===== config.mk =====
export PLATFORM = sky130hd
export DESIGN_NAME = tcw_apb_regs
export DESIGN_NICKNAME = d
export VERILOG_FILES = /design/src/rtl/tcw_pkg.sv /design/src/rtl/tcw_apb_regs.sv
export SDC_FILE = /design/constraint.sdc
export NUM_CORES = 1
export LEC_CHECK = 0
export ABC_AREA = 1
export BUFFER_PORTS_ARGS = -buffer_cell sky130_fd_sc_hd__buf_2
export CAP_MARGIN = 20
export CELL_PAD_IN_SITES_DETAIL_PLACEMENT = 1
export CELL_PAD_IN_SITES_GLOBAL_PLACEMENT = 2
export CORE_UTILIZATION = 12
export CTS_BUF_LIST = sky130_fd_sc_hd__clkbuf_16
export DETAILED_ROUTE_END_ITERATION = 10
export PLACE_DENSITY_LB_ADDON = 0.1
export SETUP_SLACK_MARGIN = 0.2
export SLEW_MARGIN = 20
export SYNTH_ARGS = -nofsm -noshare
export SYNTH_HDL_FRONTEND = slang
export SYNTH_SLANG_ARGS = --single-unit

===== constraint.sdc =====
create_clock -name clk -period 0.8 [get_ports clk]
set_clock_uncertainty 0.1 [all_clocks]
set_input_delay 0.16 -clock clk [delete_from_list [all_inputs] [get_ports clk]]
set_output_delay 0.16 -clock clk [all_outputs]
set_load 0.005 [all_outputs]

===== src/rtl/tcw_pkg.sv =====
package tcw_pkg;

	// Fixed field widths of the command and response words
	localparam int unsigned COL_FIELD_W  = 7;
	localparam int unsigned LINE_FIELD_W = 5;
	localparam int unsigned BYTE_W       = 8;

	// Configuration port
	localparam int unsigned APB_ADDR_W   = 3;
	localparam int unsigned APB_DATA_W   = 32;

	localparam logic [BYTE_W-1:0] NEWLINE_CHAR       = 8'd10;
	localparam logic [BYTE_W-1:0] BLANK_CHAR         = 8'd32;
	localparam logic [BYTE_W-1:0] DEFAULT_ATTR_RESET = 8'd15;

	typedef enum logic [0:0] {
		REG_DEFAULT_ATTR = 1'b0
	} reg_index_t;

	typedef enum logic [1:0] {
		CMD_PUT   = 2'd0,
		CMD_CLEAR = 2'd1,
		CMD_READ  = 2'd2,
		CMD_NOP   = 2'd3
	} cmd_t;

	typedef enum logic [2:0] {
		ST_INIT,
		ST_IDLE,
		ST_SCR_RD,
		ST_SCR_WR,
		ST_SCR_ZERO,
		ST_CLEAR,
		ST_FINISH
	} state_t;

	typedef struct packed {
		cmd_t                    command;
		logic [BYTE_W-1:0]       character;
		logic [BYTE_W-1:0]       attribute;
		logic                    use_cursor;
		logic [COL_FIELD_W-1:0]  column;
		logic [LINE_FIELD_W-1:0] line;
	} cmd_word_t;

	typedef struct packed {
		logic [COL_FIELD_W-1:0]  cursor_column;
		logic [LINE_FIELD_W-1:0] cursor_line;
		logic                    scrolled;
		logic [BYTE_W-1:0]       read_character;
		logic [BYTE_W-1:0]       read_attribute;
	} rsp_word_t;

endpackage


===== src/rtl/tcw_apb_regs.sv =====
module tcw_apb_regs
	import tcw_pkg::*;
(
	input  logic                  clk,
	input  logic                  arst_n,
	input  logic                  psel,
	input  logic                  penable,
	input  logic                  pwrite,
	input  logic [APB_ADDR_W-1:0] paddr,
	input  logic [APB_DATA_W-1:0] pwdata,
	output logic [APB_DATA_W-1:0] prdata,
	output logic                  pready,
	output logic [BYTE_W-1:0]     default_attr
);

	reg_index_t       reg_index;
	logic             wr_en;
	logic [BYTE_W-1:0] default_attr_q;

	assign pready    = 1'b1;
	assign reg_index = reg_index_t'(paddr[APB_ADDR_W-1]);
	assign wr_en     = psel && penable && pwrite && pready;

	always_ff @(posedge clk or negedge arst_n) begin
		if (!arst_n) begin
			default_attr_q <= DEFAULT_ATTR_RESET;
		end else if (wr_en && reg_index == REG_DEFAULT_ATTR) begin
			default_attr_q <= pwdata[BYTE_W-1:0];
		end
	end

	always_comb begin
		prdata = '0;
		unique case (reg_index)
			REG_DEFAULT_ATTR: prdata = {{(APB_DATA_W-BYTE_W){1'b0}}, default_attr_q};
			default:          prdata = '0;
		endcase
	end

	assign default_attr = default_attr_q;

endmodule


==> results of run 1 <==
stage by stage:
stage	total power [mW]	setup WS (ns)	hold WS [ns]	TNS, ns
after floorplan	0.839	-0.117	-0.236	-0.469
after global placement	0.938	-0.200	-0.0803	-2.82
after detailed placement	0.939	-0.212	-0.0738	-2.77
after CTS	1.87	-0.450	-0.316	-5.46
after global routing	2.13	-0.506	-0.312	-6.60
final	2.00	-0.455	-0.323	-5.78
per-layer routing:
metal | GRT usage [%] | vias up | routed length [um]
met1 | 6.57 | 239 | 611
li1 | - | 264 | -
met4 | 5.13 | 0 | 42
met5 | 0 | - | 0
met3 | 0.549 | 4 | 154
met2 | 8.77 | 39 | 724
repair_timing:
item / in CTS / in global routing
setup buffers: 5 / 3
cloned: 0 / 0
pin swaps: 4 / 10
resized for setup: 4 / 21
endpoints found under the setup margin: 24 / 24
hold endpoints to repair: 8 / 8
area by class of cell:
type | count | area (um2)
Clock buffer | 3 | 75.1
Clock inverter | 1 | 3.75
Fill cell | 621 | 3850
Inverter | 10 | 40.0
Multi-Input combinational cell | 60 | 305
Sequential cell | 8 | 205
Tap cell | 67 | 83.8
Timing Repair Buffer | 37 | 250
cell usage after synthesis:
cell type  count
buf_4         25
nand2_1       17
inv_1          9
nand3_1        8
nor2_1         8
dfrtp_1        4
dfstp_2        4
conb_1         2
buf_6          1
inv_2          1
nand2_4        1
nor2_8         1
worst max-delay path, cell delays in order (launching register included):
cell,delay (ns)
dfstp_2,0.54
inv_2,0.04
nor2_2,0.08
buf_2,0.11
logic make-up (layout without fill, tap and decap cells):
family	Yosys count	in the layout
other	2	25
buffers and inverters	36	51
AND/OR/NAND/NOR	35	35
flip-flops	8	8
worst paths after layout:
path | to | start | slack, ns | cells after the start
min reg2reg | default_attr[0]$_DFFE_PN1P_ | default_attr[0]$_DFFE_PN1P_ | 0.36 | 2
min in group clk | default_attr[0]$_DFFE_PN1P_ | pwdata[0] | 0.06 | 3
max | prdata[2] | default_attr[2]$_DFFE_PN1P_ | -0.45 | 3
max reg2reg | default_attr[2]$_DFFE_PN1P_ | default_attr[2]$_DFFE_PN1P_ | -0.09 | 3
min | default_attr[7]$_DFFE_PN0P_ | arst_n | -0.32 | 1
max in group asynchronous | default_attr[0]$_DFFE_PN1P_ | arst_n | 0.68 | 1
report_power, final:
| group | internal (mW) | leakage, nW | total [mW] | switching, mW |
|---|---|---|---|---|
| clock | 0.651 | 0.0423 | 0.846 | 0.195 |
| combinational | 0.311 | 0.402 | 0.574 | 0.263 |
| sequential | 0.512 | 0.0922 | 0.580 | 0.0674 |
| total | 1.47 | 0.537 | 2.00 | 0.526 |
==> summary.txt, run 1 <==
Layout
  • N_diodes: 0
  • Number of flip-flops in the largest register: 8
  • Final instance area: 963 um2
  • P&R area growth vs syn: 56.8%
  • Layout cells sized above 1: 50.4%
  • Final Instance Count excl. Fillers: 186
  • Nets: 160
  • Most frequent cells in the layout: conb_1, buf_2, nand2_1
  • Final core occ: 20.0%

Routing
  • Initial DRC count: 15
  • Vias per inst: 2.94
  • Final wirelength: 1530 um
  • WL per Instance: 8.24 um
  • DR DRC count: 0
  • Routed vias: 546
  • Detail Route Antenna Nets: 0
  • Drt pass-1 iters: 3

Floorplan
  • Die H: 73.6 um
  • Die area: 5410 um2
  • Initial core utilization: 12.8%
  • Core area: 4820 um2
  • Die W: 73.6 um
  • Io pins: 81
  • Placement row count: 25

Critical path
  • Startpoint Class: register
  • Nature of the critical path endpoint: output port
  • Worst EP required: 0.54 ns
  • Crit path max fanout: 3
  • Kind of critical path: register to output port
  • Crit path DAT: 0.99 ns

Yosys
  • Top area cells in the synthesized netlist: buf_4, dfstp_2, dfrtp_1
  • Dominant combinational cell family by area after synthesis: buffers and inverters
  • Synth area leader: buf_4
  • XOR/XNOR Fraction of Synth Area: 0%
  • Adder-cell share of the synthesized area: 0%
  • Yosys warns: 0
  • Register bit count reported by yosys: 8
  • Mean cell area of the mapped netlist: 7.58 um2
  • Simple-Gate Fraction of Synth Area: 26.9%
  • Cells after Synth: 81
  • Netlist Area Pre-Place: 614 um2
  • Mux contribution to synthesized area: 0%
  • Post-synthesis sequential area ratio: 33.4%
  • Compound-cell area share of the yosys netlist: 0%
  • Synth top area share: 30.5%
  • Cell variety after synth: 12

Min path
  • Hold crit path type: primary input to async pin

Clocking
  • TritonCTS clock tree: done
  • Clock net sink count: 8
  • CTS H-Tree Depth: 1
  • Cts bufs inserted: 3
  • Clk Latency, worst-skew pair: 0.23 ns
  • Worst-path clk slew: 0.04 ns
  • Max clock buf depth: 2
  • Clk root buf: clkbuf_16

Status
  • Status: complete, but fails checks
  • Violated checks: negative hold slack, negative setup slack

Global route
  • All-layer global routing usage: 5.55%
  • Pin count of the biggest net entering global routing: 10
  • Initial antenna violation count: 0
  • Overflow left after global routing: 0
  • First-pass GRT wire length: 2170 um
  • Vias in the first global route: 461

Placement
  • HPWL after DPL: 1250 um
  • # port buffers: 29
  • Dpl cells: 174
  • GP Congestion: 0.595
  • DP Area: 731 um2

Timing
  • Final setup margin: -0.455 ns
  • Tmin final: 1.25 ns
  • Hold Vio Cnt, Final: 8
  • Max Slew Vio Count: 0
  • # setup viols final: 21
  • RSZ-0062 raised after global routing: yes
  • Fmax achieved: 797 MHz
  • Worst hold slack: -0.323 ns
  • Tcrit/Tclk final: 157%

Power and ir drop
  • Cell Pwr Density: 2080 nW/um2
  • Maximum vdd drop: 565 uV
  • Lkg Pwr: 0.537 nW

Flow run
  • Maxcap violations: 0
Power figures use the tool's default switching activity.
==> run 2: changes to the inputs <==
Settings changed: ABC_AREA 1 to default.
==> summary.txt, run 2 <==
Flow run
  • Maxcap violations: 0 (unchanged)

Layout
  • Number of fill cells: 556 (was 621)
  • Nets: 131 (was 160)
  • P&R area growth vs syn: 54.2% (was 56.8%)
  • Commonest non-fill, non-tap cell in the layout: conb_1
  • Sequential cell area: 205 um2 (unchanged)
  • Layout cells sized above 1: 67.4% (was 50.4%)
  • Number of flip-flops in the largest register: 8 (unchanged)
  • Final Instance Count excl. Fillers: 143 (was 186)
  • Area of the multi-input gates: 293 um2 (was 305 um2)
  • Most frequent cells in the layout: conb_1, buf_2, buf_6 (was conb_1, buf_2, nand2_1)
  • N_diodes: 0 (unchanged)
  • Final instance area: 901 um2 (was 963 um2)

Timing
  • # setup viols final: 24 (was 21)
  • Setup TNS: -6.55 ns (was -5.78 ns)
  • Fmax achieved: 802 MHz (was 797 MHz)
  • Final setup margin: -0.447 ns (was -0.455 ns)
  • Hold Vio Cnt, Final: 8 (unchanged)
  • Tcrit/Tclk final: 156% (was 157%)
  • RSZ-0062 raised after global routing: yes (unchanged)
  • Max Slew Vio Count: 0 (unchanged)
  • Tmin final: 1.25 ns (about the same)
  • Worst hold slack: -0.327 ns (was -0.323 ns)

Power and ir drop
  • Internal power: 1.59 mW (was 1.47 mW)
  • Sw Share: 21.9% (was 26.3%)
  • Lkg Pwr: 0.496 nW (was 0.537 nW)
  • Sw Pwr: 0.446 mW (was 0.526 mW)
  • Power share of the clock group: 40.2% (was 42.3%)
  • Cell Pwr Density: 2260 nW/um2 (was 2080 nW/um2)
  • Comb pwr share: 30.5% (was 28.7%)
  • Reg power frac: 29.4% (was 29.0%)
  • Maximum vdd drop: 832 uV (was 565 uV)
  • Power, Total: 2.04 mW (was 2.00 mW)

Global route
  • Vias in the first global route: 407 (was 461)
  • Pin count of the biggest net entering global routing: 9 (was 10)
  • First-pass GRT wire length: 2100 um (was 2170 um)
  • Initial antenna violation count: 0 (unchanged)
  • Overflow left after global routing: 0 (unchanged)
  • All-layer global routing usage: 5.60% (was 5.55%)

Routing
  • Detail Route Antenna Nets: 0 (unchanged)
  • Initial DRC count: 3 (was 15)
  • Final wirelength: 1380 um (was 1530 um)
  • WL per Instance: 9.64 um (was 8.24 um)
  • DR DRC count: 0 (unchanged)
  • Vias per inst: 2.92 (was 2.94)
  • Routed vias: 417 (was 546)
  • Drt pass-1 iters: 3 (unchanged)

Yosys
  • Top area cells in the synthesized netlist: buf_4, dfstp_2, dfrtp_1 (unchanged)
  • Register bit count reported by yosys: 8 (unchanged)
  • EDFF count, synth: 0 (unchanged)
  • Synth area leader: buf_4 (unchanged)
  • Async S/R FF share, synth: 100% (unchanged)
  • Post-synthesis sequential area ratio: 35.1% (was 33.4%)
  • Netlist Area Pre-Place: 584 um2 (was 614 um2)
  • Top-count cell post-synth: buf_4 (unchanged)
  • Cells after Synth: 52 (was 81)
  • Cell variety after synth: 7 (was 12)
  • Synth top area share: 32.1% (was 30.5%)
  • Yosys warns: 0 (unchanged)
  • Primary FF master, synth: dfstp_2 (unchanged)
  • Mean cell area of the mapped netlist: 11.2 um2 (was 7.58 um2)
  • Synth cell count leaders: buf_4, and2b_2, mux2_2, dfrtp_1, dfstp_2 (was buf_4, nand2_1, inv_1, nand3_1, nor2_1)

Critical path
  • Crit path DAT: 0.99 ns (about the same)
  • Crit path max fanout: 3 (unchanged)
  • Worst EP required: 0.54 ns (about the same)
  • Delay-heaviest family, CP: flip-flops (unchanged)
  • Startpoint Class: register (unchanged)
  • Slowest CP cell: dfstp_2 (unchanged)
  • Kind of critical path: register to output port (unchanged)
  • Nature of the critical path endpoint: output port (unchanged)
  • Slowest cell delay on critical path: 0.53 ns (was 0.54 ns)
  • Critical Path, Cell by Cell: and2b_2, buf_2 (was inv_2, nor2_2, buf_2)
  • Buf/Inv on CP: 1 (was 2)

Clocking
  • Clock net sink count: 8 (unchanged)
  • Max clock buf depth: 2 (unchanged)
  • Clk Latency, worst-skew pair: 0.23 ns (about the same)
  • Worst-path clk slew: 0.04 ns (about the same)
  • CTS H-Tree Depth: 1 (unchanged)
  • Cts bufs inserted: 3 (unchanged)
  • TritonCTS clock tree: done (unchanged)
  • Clk root buf: clkbuf_16 (unchanged)

Floorplan
  • Io pins: 81 (unchanged)
  • Die area: 5150 um2 (was 5410 um2)
  • Placement row count: 25 (unchanged)
  • Initial core utilization: 12.5% (was 12.8%)
  • Die H: 71.8 um (was 73.6 um)
  • Die W: 71.8 um (was 73.6 um)
  • Core area: 4690 um2 (was 4820 um2)

Placement
  • Dpl cells: 137 (was 174)
  • # port buffers: 29 (unchanged)
  • Pre-CTS setup slack: -0.303 ns (was -0.212 ns)
  • DP Area: 726 um2 (was 731 um2)
  • HPWL after DPL: 1080 um (was 1250 um)
  • GP Congestion: 0.572 (was 0.595)

Status
  • Status: complete, but fails checks (unchanged)
  • Violated checks: negative hold slack, negative setup slack (unchanged)

Min path
  • Hold crit path type: primary input to async pin (unchanged)
## run 2: cells by family (layout without fill, tap and decap cells)
logic type,after synthesis,after routing,synth area share [%]
buffers and inverters,25,39,32.1
and+or+nand+nor,9,9,16.1
muxes,8,8,15.4
DFF,8,8,35.1
other,2,25,1.29
## run 2: layout make-up
cell class | instances | share of cell area [%]
Clock buffer | 3 | 8.33
Multi-Input combinational cell | 42 | 32.5
Sequential cell | 8 | 22.8
Tap cell | 54 | 7.50
Timing Repair Buffer | 36 | 28.9
## run 2: layer usage
layer | vias to the layer above | routed length [um] | global-route usage (%) | part of all wire [%]
met5 | - | 0 | 0 | 0
met4 | 0 | 6 | 1.31 | 0.44
met3 | 2 | 189 | 3.80 | 14
met2 | 35 | 571 | 8.18 | 41
met1 | 191 | 611 | 6.75 | 44
li1 | 189 | - | - | -
## run 2: power groups by stage
stage	clock network [mW]	registers, mW	logic, mW
CTS	0.848	0.601	0.578
detailed placement	0	0.603	0.427
global route	0.865	0.619	0.679
finish	0.818	0.599	0.620
global placement	0	0.601	0.422
floorplan	0	0.594	0.264
## run 2: repair_timing
action,in CTS,in global routing
resized for setup,10,7
pin swaps,0,0
endpoints found under the setup margin,24,24
endpoints found under the hold margin,8,8
buffers inserted,2,1
## run 2: through the flow
step	hold WS [ns]	util, %
after detailed placement	-0.0786	15.5
after global routing	-0.312	19.2
after floorplan	-0.236	-
after CTS	-0.321	18.5
final	-0.327	19.2
after global placement	-0.0888	15.5
## run 2: worst paths after layout
check / startpoint / to / slack, ns / cells after the start
worst max-delay path: default_attr[1]$_DFFE_PN1P_ / prdata[1] / -0.45 / 2
worst min-delay path: arst_n / default_attr[7]$_DFFE_PN0P_ / -0.33 / 1
worst max register to register: default_attr[7]$_DFFE_PN0P_ / default_attr[7]$_DFFE_PN0P_ / -0.19 / 2
worst min register to register: default_attr[4]$_DFFE_PN0P_ / default_attr[4]$_DFFE_PN0P_ / 0.46 / 1
max in group asynchronous: arst_n / default_attr[1]$_DFFE_PN1P_ / 0.68 / 1
min in group clk: pwdata[6] / default_attr[6]$_DFFE_PN0P_ / 0.07 / 2
